`config.mk`:
```
export PLATFORM = sky130hd
export DESIGN_NAME = nmea_sentence_field_decoder_core_flat
export DESIGN_NICKNAME = d
export VERILOG_FILES = /design/src/nsfd_pkg.sv /design/src/nsfd_if.sv /design/src/nsfd_ram.sv /design/src/nsfd_ctrl.sv /design/src/nsfd_datapath.sv /design/src/nmea_sentence_field_decoder_core.sv /design/src/flat_wrapper.sv
export SDC_FILE = /design/constraint.sdc
export NUM_CORES = 2
export LEC_CHECK = 0
export BUFFER_PORTS_ARGS = -buffer_cell sky130_fd_sc_hd__buf_2
export CAP_MARGIN = 30
export CORE_ASPECT_RATIO = 1.4
export CORE_MARGIN = 1.5
export CORE_UTILIZATION = 33
export DETAILED_ROUTE_END_ITERATION = 8
export MAX_ROUTING_LAYER = met4
export PLACE_DENSITY_LB_ADDON = 0.08
export SKIP_CTS_REPAIR_TIMING = 1
export SYNTH_ARGS = -nofsm -noshare
export SYNTH_HDL_FRONTEND = slang
export SYNTH_SLANG_ARGS = --single-unit
```
`constraint.sdc`:
```
create_clock -name clk -period 17.4 [get_ports clk]
set_input_delay 1.74 -clock clk [delete_from_list [all_inputs] [get_ports clk]]
set_output_delay 1.74 -clock clk [all_outputs]
set_load 0.1 [all_outputs]
```
`src/nsfd_pkg.sv`:
```
package nsfd_pkg;

  localparam logic [7:0] CH_DOLLAR = 8'h24;
  localparam logic [7:0] CH_STAR   = 8'h2A;
  localparam logic [7:0] CH_COMMA  = 8'h2C;
  localparam logic [7:0] CH_MINUS  = 8'h2D;
  localparam logic [7:0] CH_PLUS   = 8'h2B;
  localparam logic [7:0] CH_POINT  = 8'h2E;
  localparam logic [7:0] CH_ZERO   = 8'h30;
  localparam logic [7:0] CH_NINE   = 8'h39;
  localparam logic [7:0] CH_UPPER_A = 8'h41;

  localparam int MANT_W  = 51;
  localparam int FRAC_W  = 4;
  localparam int PART_W  = 7;
  localparam int STORE_W = MANT_W + FRAC_W;
  localparam logic [PART_W-1:0] PART_MAX = 7'd127;
  localparam logic [3:0] FRAC_MAX = 4'd15;
  localparam logic [3:0] COUNT_MAX = 4'd15;
  localparam logic [63:0] MAG_CAP = (64'd1 << 50) - 64'd1;

  localparam logic [2:0] K_DEC  = 3'd0;
  localparam logic [2:0] K_INT  = 3'd1;
  localparam logic [2:0] K_CHR  = 3'd2;
  localparam logic [2:0] K_TRI  = 3'd3;
  localparam logic [2:0] K_NONE = 3'd4;

  localparam logic [1:0] MODE_RMC = 2'd0;
  localparam logic [1:0] MODE_GGA = 2'd1;
  localparam logic [1:0] MODE_THS = 2'd2;

  typedef struct packed {
    logic restart;
    logic body_xor;
    logic close;
    logic comma_adv;
    logic feed;
    logic latch_hex;
    logic emit_start;
    logic rd_en;
    logic load;
    logic idx_inc;
  } nsfd_cmd_t;

  typedef struct packed {
    logic is_dollar;
    logic is_star;
    logic is_comma;
    logic hex_match;
    logic cur_present;
    logic idx_at_end;
    logic out_free;
  } nsfd_status_t;

  function automatic logic [63:0] digit_limit(input int digits);
    logic [63:0] l;
    l = 64'd1;
    for (int i = 0; i < 18; i++) begin
      if (i < digits) l = l * 64'd10;
    end
    l = l - 64'd1;
    return (l > MAG_CAP) ? MAG_CAP : l;
  endfunction

  function automatic logic [7:0] hex_char(input logic [3:0] nib);
    return (nib < 4'd10) ? (CH_ZERO + 8'(nib)) : (CH_UPPER_A + 8'(nib) - 8'd10);
  endfunction

  function automatic logic [2:0] kind_of(input logic [1:0] sk, input logic [3:0] n);
    logic [2:0] k;
    k = K_NONE;
    case (sk)
      MODE_RMC: begin
        case (n)
          4'd1, 4'd9: k = K_TRI;
          4'd2, 4'd4, 4'd6, 4'd11, 4'd12, 4'd13: k = K_CHR;
          4'd3, 4'd5, 4'd7, 4'd8, 4'd10: k = K_DEC;
          default: k = K_NONE;
        endcase
      end
      MODE_GGA: begin
        case (n)
          4'd1: k = K_TRI;
          4'd2, 4'd4, 4'd8, 4'd9, 4'd11: k = K_DEC;
          4'd3, 4'd5, 4'd6: k = K_CHR;
          4'd7, 4'd14: k = K_INT;
          default: k = K_NONE;
        endcase
      end
      MODE_THS: begin
        k = (n == 4'd1) ? K_DEC : K_NONE;
      end
      default: k = K_NONE;
    endcase
    return k;
  endfunction

endpackage

```
`src/nsfd_if.sv`:
```
interface nsfd_byte_if;
  logic       valid;
  logic       ready;
  logic [7:0] rx_byte;
  logic [1:0] mode;
  modport source (output valid, rx_byte, mode, input ready);
  modport sink (input valid, rx_byte, mode, output ready);
endinterface

interface nsfd_field_if;
  logic               valid;
  logic               ready;
  logic [3:0]         field_number;
  logic [1:0]         field_kind;
  logic signed [50:0] mantissa;
  logic [3:0]         fraction_digits;
  logic [7:0]         char_value;
  logic [6:0]         part_first;
  logic [6:0]         part_second;
  logic [6:0]         part_third;
  logic               last_field;
  modport source (output valid, field_number, field_kind, mantissa, fraction_digits,
                  char_value, part_first, part_second, part_third, last_field,
                  input ready);
  modport sink (input valid, field_number, field_kind, mantissa, fraction_digits,
                char_value, part_first, part_second, part_third, last_field,
                output ready);
endinterface

```
`src/nsfd_ram.sv`:
```
module nsfd_ram #(
  parameter int WIDTH = 8,
  parameter int DEPTH = 16
) (
  input  logic                     clk,
  input  logic                     we,
  input  logic [$clog2(DEPTH)-1:0] waddr,
  input  logic [WIDTH-1:0]         wdata,
  input  logic                     re,
  input  logic [$clog2(DEPTH)-1:0] raddr,
  output logic [WIDTH-1:0]         rdata
);
  logic [WIDTH-1:0] mem [DEPTH];

  always_ff @(posedge clk) begin
    if (we) begin
      mem[waddr] <= wdata;
    end
    if (re) begin
      rdata <= mem[raddr];
    end
  end
endmodule

```
`src/nsfd_ctrl.sv`:
```
module nsfd_ctrl (
  input  logic                  clk,
  input  logic                  rst,
  input  logic                  in_valid,
  output logic                  in_ready,
  input  nsfd_pkg::nsfd_status_t st,
  output nsfd_pkg::nsfd_cmd_t    cmd
);
  import nsfd_pkg::*;

  typedef enum logic [2:0] {S_IDLE, S_BODY, S_HEX1, S_HEX2, S_RD, S_CHK} state_t;

  state_t state;
  state_t state_next;
  logic   acc;

  assign in_ready = (state == S_IDLE) || (state == S_BODY) ||
                    (state == S_HEX1) || (state == S_HEX2);
  assign acc = in_valid && in_ready;

  always_comb begin
    cmd = '0;
    state_next = state;
    if (acc && st.is_dollar) begin
      cmd.restart = 1'b1;
      state_next = S_BODY;
    end else begin
      case (state)
        S_BODY: begin
          if (acc) begin
            if (st.is_star) begin
              cmd.close = 1'b1;
              state_next = S_HEX1;
            end else if (st.is_comma) begin
              cmd.body_xor = 1'b1;
              cmd.close = 1'b1;
              cmd.comma_adv = 1'b1;
            end else begin
              cmd.body_xor = 1'b1;
              cmd.feed = 1'b1;
            end
          end
        end
        S_HEX1: begin
          if (acc) begin
            cmd.latch_hex = 1'b1;
            state_next = S_HEX2;
          end
        end
        S_HEX2: begin
          if (acc) begin
            if (st.hex_match) begin
              cmd.emit_start = 1'b1;
              state_next = S_RD;
            end else begin
              state_next = S_IDLE;
            end
          end
        end
        S_RD: begin
          cmd.rd_en = 1'b1;
          state_next = S_CHK;
        end
        S_CHK: begin
          if (!st.cur_present || st.out_free) begin
            cmd.load = st.cur_present;
            if (st.idx_at_end) begin
              state_next = S_IDLE;
            end else begin
              cmd.idx_inc = 1'b1;
              state_next = S_RD;
            end
          end
        end
        default: state_next = state;
      endcase
    end
  end

  always_ff @(posedge clk) begin
    if (rst) begin
      state <= S_IDLE;
    end else begin
      state <= state_next;
    end
  end
endmodule

```
`src/nsfd_datapath.sv`:
```
module nsfd_datapath #(
  parameter int FIELD_SLOTS = 16,
  parameter int MAX_DIGITS = 15
) (
  input  logic                   clk,
  input  logic                   rst,
  input  logic                   cfg_we,
  input  logic [4:0]             cfg_data,
  nsfd_byte_if.sink              rx,
  nsfd_field_if.source           fo,
  input  nsfd_pkg::nsfd_cmd_t    cmd,
  output nsfd_pkg::nsfd_status_t st
);
  import nsfd_pkg::*;

  localparam int AW = $clog2(FIELD_SLOTS);
  localparam logic [55:0] LIMIT = 56'(digit_limit(MAX_DIGITS));
  localparam logic [3:0] LAST_IDX = (FIELD_SLOTS > 15) ? 4'd15 : 4'(FIELD_SLOTS - 1);

  logic [4:0]             hour_offset;
  logic [1:0]             skind;
  logic [7:0]             xsum;
  logic [3:0]             comma_count;
  logic [MANT_W-1:0]      accum;
  logic                   point_seen;
  logic                   negative;
  logic [3:0]             frac_count;
  logic [3:0]             char_pos;
  logic [2:0][PART_W-1:0] parts;
  logic [7:0]             rx_hex;
  logic [FIELD_SLOTS-1:0] present;
  logic                   stopped;
  logic                   pair_lead;
  logic [3:0]             idx;
  logic                   out_valid;

  logic [7:0]         b;
  logic [2:0]         kind;
  logic               dig;
  logic [3:0]         dval;
  logic [55:0]        nv;
  logic               nv_ok;
  logic [MANT_W-1:0]  mag;
  logic [7:0]         hsum;
  logic [PART_W-1:0]  first_part;
  logic [STORE_W-1:0] wword;
  logic               wen;
  logic [STORE_W-1:0] rword;
  logic [2:0]         okind;
  logic [1:0]         psel;
  logic [PART_W-1:0]  pcur;
  logic [31:0]        above;

  assign b = rx.rx_byte;
  assign kind = kind_of(skind, comma_count);
  assign dig = (b >= CH_ZERO) && (b <= CH_NINE);
  assign dval = b[3:0];
  assign nv = (56'(accum) << 3) + (56'(accum) << 1) + 56'(dval);
  assign nv_ok = nv <= LIMIT;
  assign psel = char_pos[2:1];
  assign pcur = parts[psel];

  assign mag = negative ? (MANT_W'(0) - accum) : accum;
  assign hsum = 8'(parts[0]) + ((comma_count == 4'd1) ? 8'(hour_offset) : 8'd0);
  assign first_part = (hsum > 8'(PART_MAX)) ? PART_MAX : hsum[PART_W-1:0];

  always_comb begin
    case (kind)
      K_DEC, K_INT: wword = {frac_count, mag};
      K_TRI: wword = STORE_W'({parts[2], parts[1], first_part});
      default: wword = STORE_W'({parts[1][0], parts[0]});
    endcase
  end

  assign wen = cmd.close && (kind != K_NONE) && (32'(comma_count) < FIELD_SLOTS);

  nsfd_ram #(.WIDTH(STORE_W), .DEPTH(FIELD_SLOTS)) u_store (
    .clk   (clk),
    .we    (wen),
    .waddr (AW'(comma_count)),
    .wdata (wword),
    .re    (cmd.rd_en),
    .raddr (AW'(idx)),
    .rdata (rword)
  );

  assign above = 32'(present) >> (32'(idx) + 32'd1);
  assign okind = kind_of(skind, idx);

  assign st.is_dollar = (b == CH_DOLLAR);
  assign st.is_star = (b == CH_STAR);
  assign st.is_comma = (b == CH_COMMA);
  assign st.hex_match = (rx_hex == hex_char(xsum[7:4])) && (b == hex_char(xsum[3:0]));
  assign st.cur_present = present[AW'(idx)];
  assign st.idx_at_end = (idx == LAST_IDX);
  assign st.out_free = !out_valid || fo.ready;

  assign fo.valid = out_valid;

  always_ff @(posedge clk) begin
    if (rst) begin
      hour_offset <= 5'd8;
    end else if (cfg_we) begin
      hour_offset <= cfg_data;
    end
  end

  always_ff @(posedge clk) begin
    if (rst) begin
      skind <= '0;
      xsum <= '0;
      comma_count <= '0;
      accum <= '0;
      point_seen <= 1'b0;
      negative <= 1'b0;
      frac_count <= '0;
      char_pos <= '0;
      parts <= '0;
      rx_hex <= '0;
      present <= '0;
      stopped <= 1'b0;
      pair_lead <= 1'b0;
      idx <= '0;
      out_valid <= 1'b0;
    end else begin
      if (fo.ready) begin
        out_valid <= 1'b0;
      end
      if (cmd.restart) begin
        skind <= rx.mode;
        xsum <= '0;
        comma_count <= '0;
        present <= '0;
      end
      if (cmd.body_xor) begin
        xsum <= xsum ^ b;
      end
      if (wen) begin
        present[AW'(comma_count)] <= 1'b1;
      end
      if (cmd.comma_adv && (comma_count < COUNT_MAX)) begin
        comma_count <= comma_count + 4'd1;
      end
      if (cmd.restart || cmd.comma_adv) begin
        accum <= '0;
        point_seen <= 1'b0;
        negative <= 1'b0;
        frac_count <= '0;
        char_pos <= '0;
        parts <= '0;
        stopped <= 1'b0;
        pair_lead <= 1'b0;
      end
      if (cmd.feed) begin
        if ((kind == K_DEC) || (kind == K_INT)) begin
          if (!stopped) begin
            if (dig) begin
              if (point_seen) begin
                if ((frac_count < FRAC_MAX) && nv_ok) begin
                  accum <= nv[MANT_W-1:0];
                  frac_count <= frac_count + 4'd1;
                end
              end else if (nv_ok) begin
                accum <= nv[MANT_W-1:0];
              end else begin
                accum <= LIMIT[MANT_W-1:0];
                stopped <= 1'b1;
              end
            end else if ((char_pos == 4'd0) && ((b == CH_MINUS) || (b == CH_PLUS))) begin
              if (b == CH_MINUS) negative <= 1'b1;
            end else if ((b == CH_POINT) && (kind == K_DEC) && !point_seen) begin
              point_seen <= 1'b1;
            end else begin
              stopped <= 1'b1;
            end
          end
        end else if (kind == K_CHR) begin
          if (char_pos == 4'd0) parts <= 21'(b);
        end else if ((kind == K_TRI) && (char_pos < 4'd6)) begin
          if (!char_pos[0]) begin
            parts[psel] <= dig ? PART_W'(dval) : '0;
            pair_lead <= dig;
          end else if (pair_lead && dig) begin
            parts[psel] <= PART_W'((pcur << 3) + (pcur << 1) + PART_W'(dval));
          end
        end
        if (char_pos < COUNT_MAX) char_pos <= char_pos + 4'd1;
      end
      if (cmd.latch_hex) begin
        rx_hex <= b;
      end
      if (cmd.emit_start) begin
        idx <= 4'd1;
      end
      if (cmd.idx_inc) begin
        idx <= idx + 4'd1;
      end
      if (cmd.load) begin
        out_valid <= 1'b1;
      end
    end
  end

  always_ff @(posedge clk) begin
    if (cmd.load) begin
      fo.field_number <= idx;
      fo.field_kind <= okind[1:0];
      fo.mantissa <= '0;
      fo.fraction_digits <= '0;
      fo.char_value <= '0;
      fo.part_first <= '0;
      fo.part_second <= '0;
      fo.part_third <= '0;
      fo.last_field <= (above == 32'd0);
      case (okind)
        K_DEC: begin
          fo.mantissa <= rword[MANT_W-1:0];
          fo.fraction_digits <= rword[STORE_W-1:MANT_W];
        end
        K_INT: fo.mantissa <= rword[MANT_W-1:0];
        K_CHR: fo.char_value <= rword[7:0];
        default: begin
          fo.part_first <= rword[PART_W-1:0];
          fo.part_second <= rword[2*PART_W-1:PART_W];
          fo.part_third <= rword[3*PART_W-1:2*PART_W];
        end
      endcase
    end
  end
endmodule

```
`src/nmea_sentence_field_decoder_core.sv`:
```
// Bytes are taken at one per cycle, so they may arrive back to back while a
// sentence is being received. After the second checksum byte of a sentence whose
// checksum matches, the controller walks the field store in field order, a RAM read
// state and a check state per field slot, for slots 1 to 15; the check of a present
// slot waits while the output holds a result not yet taken. No byte is accepted during
// that walk. The last result waits in its output register while bytes flow again.
module nmea_sentence_field_decoder_core #(
  parameter int FIELD_SLOTS = 16,
  parameter int MAX_DIGITS = 15
) (
  input logic          clk,
  input logic          rst,
  input logic          cfg_we,
  input logic [4:0]    cfg_data,
  nsfd_byte_if.sink    rx,
  nsfd_field_if.source fo
);
  import nsfd_pkg::*;

  nsfd_cmd_t    cmd;
  nsfd_status_t st;

  nsfd_ctrl u_ctrl (
    .clk      (clk),
    .rst      (rst),
    .in_valid (rx.valid),
    .in_ready (rx.ready),
    .st       (st),
    .cmd      (cmd)
  );

  nsfd_datapath #(.FIELD_SLOTS(FIELD_SLOTS), .MAX_DIGITS(MAX_DIGITS)) u_dp (
    .clk      (clk),
    .rst      (rst),
    .cfg_we   (cfg_we),
    .cfg_data (cfg_data),
    .rx       (rx),
    .fo       (fo),
    .cmd      (cmd),
    .st       (st)
  );

`ifndef NO_ASSERTIONS
  a_load_free: assert property (@(posedge clk) disable iff (rst)
    cmd.load |-> st.out_free) else $error("result loaded over a waiting result");
  a_load_valid: assert property (@(posedge clk) disable iff (rst)
    cmd.load |=> fo.valid) else $error("loaded result not presented");
  a_read_blocks: assert property (@(posedge clk) disable iff (rst)
    cmd.rd_en |=> !rx.ready) else $error("byte accepted during field walk");
`endif
endmodule
```
`src/flat_wrapper.sv`:
```
// flat-port wrapper written by rule: the top's interface ports become plain ports
module nmea_sentence_field_decoder_core_flat import nsfd_pkg::*;
#(
  parameter int FIELD_SLOTS = 16,
  parameter int MAX_DIGITS = 15
)
  (clk, rst, cfg_we, cfg_data, rx_valid, rx_rx_byte, rx_mode, rx_ready, fo_valid, fo_field_number, fo_field_kind, fo_mantissa, fo_fraction_digits, fo_char_value, fo_part_first, fo_part_second, fo_part_third, fo_last_field, fo_ready);
  nsfd_byte_if rx_i ();
  nsfd_field_if fo_i ();
  input logic clk;
  input logic rst;
  input logic cfg_we;
  input logic [4:0] cfg_data;
  input wire logic [$bits(rx_i.valid)-1:0] rx_valid;
  input wire logic [$bits(rx_i.rx_byte)-1:0] rx_rx_byte;
  input wire logic [$bits(rx_i.mode)-1:0] rx_mode;
  output wire logic [$bits(rx_i.ready)-1:0] rx_ready;
  output wire logic [$bits(fo_i.valid)-1:0] fo_valid;
  output wire logic [$bits(fo_i.field_number)-1:0] fo_field_number;
  output wire logic [$bits(fo_i.field_kind)-1:0] fo_field_kind;
  output wire logic [$bits(fo_i.mantissa)-1:0] fo_mantissa;
  output wire logic [$bits(fo_i.fraction_digits)-1:0] fo_fraction_digits;
  output wire logic [$bits(fo_i.char_value)-1:0] fo_char_value;
  output wire logic [$bits(fo_i.part_first)-1:0] fo_part_first;
  output wire logic [$bits(fo_i.part_second)-1:0] fo_part_second;
  output wire logic [$bits(fo_i.part_third)-1:0] fo_part_third;
  output wire logic [$bits(fo_i.last_field)-1:0] fo_last_field;
  input wire logic [$bits(fo_i.ready)-1:0] fo_ready;
  assign rx_i.valid = rx_valid;
  assign rx_i.rx_byte = rx_rx_byte;
  assign rx_i.mode = rx_mode;
  assign rx_ready = rx_i.ready;
  assign fo_valid = fo_i.valid;
  assign fo_field_number = fo_i.field_number;
  assign fo_field_kind = fo_i.field_kind;
  assign fo_mantissa = fo_i.mantissa;
  assign fo_fraction_digits = fo_i.fraction_digits;
  assign fo_char_value = fo_i.char_value;
  assign fo_part_first = fo_i.part_first;
  assign fo_part_second = fo_i.part_second;
  assign fo_part_third = fo_i.part_third;
  assign fo_last_field = fo_i.last_field;
  assign fo_i.ready = fo_ready;
  nmea_sentence_field_decoder_core #(.FIELD_SLOTS(FIELD_SLOTS), .MAX_DIGITS(MAX_DIGITS)) u_core (.clk(clk), .rst(rst), .cfg_we(cfg_we), .cfg_data(cfg_data), .rx(rx_i), .fo(fo_i));
endmodule
```
# After elaboration in Yosys (flattened, before gate mapping)

Memories as Yosys holds them, arrays and structs flattened. A register that Yosys moved wholly into a read port is not among the register bits.
Cells that the tools add are included.

Memory bits (read-only): 192
Bits in writable memories: 880
Flip-flop bits (word level): 226
Memories kept: 5
Output and inout port bits: 93
Word-level logic and storage cells: 271

$lt $le $gt $ge: 15
Shifts and indexed selects: 1
Reductions and logical operators: 43
$add $sub $neg: 17
Mux-type cells: 125
Equal/unequal tests: 34
Bitwise operators: 2

Memories:

| memory                  | words | bits a word | rd ports | clocked after Yosys merged registers in | write ports | line           | text |
|---|---|---|---|---|---|---|---|
| u_core.u_dp.u_store.mem | 16    | 55          | 1        | 1                                       | 1           | nsfd_ram.sv:13 | `logic [WIDTH-1:0] mem [DEPTH];` |
| (name not given)        | 16    | 3           | 1        | 1                                       | 0           | nsfd_pkg.sv:74 | `case (n)` |
| (name not given)        | 16    | 3           | 1        | 1                                       | 0           | nsfd_pkg.sv:82 | `case (n)` |
| (name not given)        | 16    | 3           | 1        | 1                                       | 0           | nsfd_pkg.sv:74 |  |
| (name not given)        | 16    | 3           | 1        | 1                                       | 0           | nsfd_pkg.sv:82 |  |

Operator list:

| cell                  | count |
|---|---|
| $mux 51               | 9 |
| $mux 21               | 9 |
| $pmux 55 s2           | 1 |
| $mux 4                | 25 |
| $add 55x4->56         | 1 |
| $le 56x50->1 const B  | 1 |
| $add 54x52->55        | 1 |
| $sub 1x51->51 const A | 1 |
| $eq 8x6->1 const B    | 6 |
| $mux 16               | 3 |
| $mux 1                | 47 |
| $bwmux 21             | 2 |
| $logic_not 32->1      | 1 |
| $mux 8                | 4 |
| $shr 16x5->32         | 1 |
| $mux 3                | 9 |
| $lt 4x4->1 const B    | 5 |
| $pmux 3 s3            | 2 |
| $add 4x1->4 const B   | 4 |
| $add 7x4->8 const A   | 2 |
| $eq 8x8->1            | 2 |
| $or 16x16->16         | 1 |
| $sub 8x4->8 const B   | 2 |
| $eq 3x2->1 const B    | 5 |
| 47 further kinds      | 93 |

# Logic depth before layout (Yosys ltp)

Word-level depth: 19
Depth in mapped cells: 18
Depth with buffers taken out: 16

# Worst setup path after synthesis

OpenSTA, ideal clock, no wires.

Kind: input-to-reg
Start: input port fo_ready
End: register u_core.u_dp.fo.char_value[0] in the netlist's numbering, enable pin
Arrival time: 8.046 ns
Library setup time: 0.655 ns
Setup slack: 8.699 ns
Data required time: 16.745 ns
Cell stages on the path: 2
Cells stage by stage: nor2b_1 > nor3_1

RTL lines:

| item                 | line                 | text |
|---|---|---|
| from (decl)          | flat_wrapper.sv:28   | `input wire logic [$bits(fo_i.ready)-1:0] fo_ready;` |
| to (signal assigned) | nsfd_datapath.sv:221 | `K_CHR: fo.char_value <= rword[7:0];` |
| to (decl)            | nsfd_if.sv:23        | `char_value, part_first, part_second, part_third, last_field,` |

# Final worst setup path

Start: input port rx_rx_byte[2]
End: register u_core.u_dp.accum[6]

Cells in the longest elaborated chain, start to end: 14

RTL lines:

| item                                                   | line                 | text |
|---|---|---|
| from (decl)                                            | flat_wrapper.sv:15   | `input wire logic [$bits(rx_i.rx_byte)-1:0] rx_rx_byte;` |
| branches (longest 13 deep; another with $add 55x4->56) | n/a                  |  |
| $mux 51 *                                              | nsfd_datapath.sv:154 | `if (cmd.feed) begin` |
| to (signal assigned)                                   | nsfd_datapath.sv:160 | `accum <= nv[MANT_W-1:0];` |
| to (signal assigned)                                   | nsfd_datapath.sv:164 | `accum <= nv[MANT_W-1:0];` |
| to (signal assigned)                                   | nsfd_datapath.sv:166 | `accum <= LIMIT[MANT_W-1:0];` |
| to (decl)                                              | nsfd_datapath.sv:24  | `logic [MANT_W-1:0] accum;` |

Mark *: on every way between the ends.
A chain may end at the register's enable or synchronous reset.

==> results.rst <==
.. list-table::
   :header-rows: 1

   * - Metric
     - Value
   * - Number of levels in the clock H-tree
     - 3
   * - Maximum number of pins on one net before global-route repair
     - 98
   * - Vias post-DR
     - 30.3k
   * - Wire length of the first global-routing pass
     - 217000 um
   * - Share of async-settable or async-resettable flops after synthesis
     - 0%
   * - Number of flops mapped to enable cells by yosys
     - 1026
   * - HPWL after detailed placement
     - 91200 um
   * - Setup_tns
     - 0 ns
   * - TritonCTS Buffers
     - 119
   * - Slew Limit Headroom
     - 25.4%
   * - Clock tree from TritonCTS
     - done
   * - Most used DFF post-synth
     - edfxtp_1
   * - Root buf cell
     - clkbuf_16
   * - Count of final hold-check violations
     - 0
   * - Netlist Area Pre-Place
     - 51800 um^2
   * - Count of port buffers added during placement
     - 112
   * - Global route total overflow
     - 0
   * - Setup violators final
     - 0
   * - Part of the Yosys area used for sequential elements
     - 65.1%
   * - Horizontal extent of the die
     - 338 um
   * - GRT Total Usage
     - 19.2%
   * - Net count after synthesis
     - 3481
   * - Final critical-path required period
     - 7.10 ns
   * - Antenna violations before repair
     - 5
   * - Die H
     - 472 um
   * - Std-Cell Rows
     - 171
   * - Endpoint required time on the critical path
     - 18.08 ns
   * - Max-capacitance violation count
     - 0
   * - Starting DRT DRC Count
     - 2088
   * - Count of synthesis-stage warnings from yosys
     - 0
   * - Clock-pin slew of the registers on the worst-case setup and hold paths
     - 0.06 ns
   * - Top-Level Pins
     - 113
   * - DRC violations left
     - 0
   * - Maximum clock path buffer count
     - 3
   * - Number of unique standard cell types used by synthesis
     - 91
   * - Die outline area
     - 159000 um^2
   * - Area fraction of the dominant cell type after synthesis
     - 59.5%
   * - Endpoint kind of the worst setup timing path
     - register
   * - Clock tree skew after final layout
     - 0.0398 ns
   * - Growth of design area from synthesis to finish
     - 13.7%
   * - Max FO, Critical Path
     - 15
   * - Vias in the first global route
     - 31.8k
   * - Peak ir drop on the vdd network
     - 0.0911 mV
   * - Top post-synthesis cells by area
     - edfxtp_1 (59%), mux4_2 (12%), dfxtp_1 (5.7%)
   * - Number of instances in the synthesized netlist
     - 3320
   * - Worst min-delay path class
     - reg2reg
   * - Pwr/cell area
     - 92.8 nW/um^2
   * - Final period utilization
     - 40.8%
   * - Total power
     - 5.47 mW
   * - Filler Cell Count
     - 14.5k
   * - Average vias per placed instance
     - 5.37
   * - Static Leak
     - 19.9 nW
   * - Starting density of the core
     - 33.3%
   * - WP data arrival
     - 7.78 ns
   * - Transition at the pin with the smallest max-transition slack
     - 1.11 ns
   * - WL/cell
     - 26.2 um
   * - Floorplan Core Area
     - 156000 um^2
   * - Critical path launch point type
     - input pin
   * - RSZ-0062 raised after global routing
     - false
   * - Number of sinks driven by the clock tree
     - 1173
   * - Average instance area after synthesis
     - 15.6 um^2
   * - Most frequent cells after synthesis
     - edfxtp_1 (1026), mux4_2 (278), nand2_1 (211), nor2_1 (194), dfxtp_1 (147)
   * - Share of cells above drive strength 1
     - 20.0%
   * - Crit path kind
     - in2reg
   * - Most numerous cell in the Yosys netlist
     - edfxtp_1
   * - Number of synthesized register bits
     - 1173
   * - Antenna Nets Post-Route
     - 0
   * - Final Slew Violations
     - 0
   * - Overall routed net length
     - 148000 um
   * - Run status
     - completed
   * - Last weighted congestion value of the routability-driven placer
     - 0.882
   * - Number of nets in the finished design
     - 3635
   * - Most area-hungry cell type in the Yosys netlist
     - edfxtp_1
   * - Peak clock frequency supported by timing
     - 141 MHz
   * - Drt pass-1 iters
     - 5
   * - Insertion delay of the later-clocked pin in the worst-skew pair
     - 0.76 ns
-- state kept, by name, indices dropped and copies added (netlist names), 3 cells and up, named ones only --
signal	flops
u_core.u_dp.idx	4
u_core.u_dp.present	16
u_core.u_dp.rx_hex	8
u_core.u_dp.frac_count	4
u_core.u_dp.parts	21
u_core.u_ctrl.state	3
u_core.u_dp.fo.part_third	7
u_core.u_dp.fo.part_second	7
u_core.u_dp.u_store.mem	880
u_core.u_dp.fo.part_first	7
u_core.u_dp.accum	51
u_core.u_dp.fo.mantissa	51
u_core.u_dp.u_store.rdata	55
u_core.u_dp.fo.char_value	8
u_core.u_dp.xsum	8
u_core.u_dp.fo.field_number	4
u_core.u_dp.char_pos	4
u_core.u_dp.comma_count	4
u_core.u_dp.hour_offset	5
u_core.u_dp.fo.fraction_digits	4
-- cell usage in the layout (no fill, tap or decap), types with 72 or more instances in the layout --
| cell | synthesis | final |
|---|---|---|
| edfxtp_1 | 1026 | 1026 |
| mux4_2 | 278 | 278 |
| nand2_1 | 211 | 210 |
| nor2_1 | 194 | 180 |
| dfxtp_1 | 147 | 142 |
| ha_1 | 136 | 136 |
| a21oi_1 | 127 | 126 |
| clkbuf_16 | 0 | 122 |
| buf_2 | 2 | 112 |
| o21ai_0 | 117 | 109 |
| and2_1 | 97 | 97 |
| buf_4 | 3 | 85 |
| xor2_1 | 72 | 72 |
-- where the power goes --
part / switching, mW / internal (mW)
sequential: 0.000816 / 3.01
combinational: 0.0180 / 0.00629
clock: 1.08 / 1.35
-- path summary, 6_finish.rpt --
path / from / end / slack, ns / cells past startpoint
worst max-delay path: rx_rx_byte[2] / u_core.u_dp.accum[6] / 10.30 / 16
worst max register to register: u_core.u_dp.accum[0] / u_core.u_dp.accum[6] / 10.94 / 14
worst min-delay path: u_core.u_dp.present[0] / u_core.u_dp.present[0] / 0.49 / 2
worst min register to register: u_core.u_dp.present[0] / u_core.u_dp.present[0] / 0.49 / 2
-- final cells by class --
cell class	instances	area (um^2)	area share (%)
Antenna cell	2	5.00	0.00849
Clock buffer	156	3180	5.40
Clock inverter	62	445	0.756
Inverter	51	191	0.325
Multi-Input combinational cell	1921	17400	29.4
Sequential cell	1173	33800	57.3
Tap cell	2076	2600	4.41
Timing Repair Buffer	208	1400	2.37
-- routing by layer --
metal | global-route usage (%) | vias to the layer above | wire, um
li1 | - | 13453 | -
met2 | 32.2 | 717 | 74600
met3 | 2.06 | 237 | 5290
met4 | 7.16 | 0 | 5340
met1 | 23.8 | 15911 | 62600
met5 | - | - | 0
-- critical path: stages --
cell and delay (ns):
buf_2 0.33, ha_1 0.31, ha_1 0.25, fa_1 0.42, a21o_1 0.22, a221o_1 0.41
a21o_1 0.28, a211oi_1 0.65, o31ai_1 0.18, xnor2_1 0.31, nor3_1 0.09, or4_1 0.55
a31oi_2 0.68, o21ai_1 0.41, a211oi_2 0.66, a22o_1 0.25
-- cell families (layout without fill, tap and decap cells) --
| kind of cell | after synthesis | in the layout | share of synthesized area, % |
|---|---|---|---|
| compound gates | 545 | 545 | 6.98 |
| xor+xnor | 114 | 114 | 1.93 |
| fa+ha+maj | 141 | 141 | 3.48 |
| buf+inv | 226 | 477 | 1.66 |
| flops | 1173 | 1173 | 65.1 |
| mux | 336 | 336 | 13.2 |
| other cells | 0 | 2 | 0 |
| simple gates | 785 | 785 | 7.60 |
-- through the flow --
step	hold WS, ns	util (%)	area [um^2]	setup slack (ns)	std cells
after floorplan	0.424	-	51800	8.70	3320
after global placement	0.448	35.4	55000	9.29	5406
after detailed placement	0.473	35.5	55200	9.65	5419
after CTS	0.493	37.8	58900	10.44	5637
after global routing	0.518	37.9	58900	9.91	5648
final	0.487	37.9	58900	10.30	5649
No activity file was read; power rests on OpenSTA's default activity.
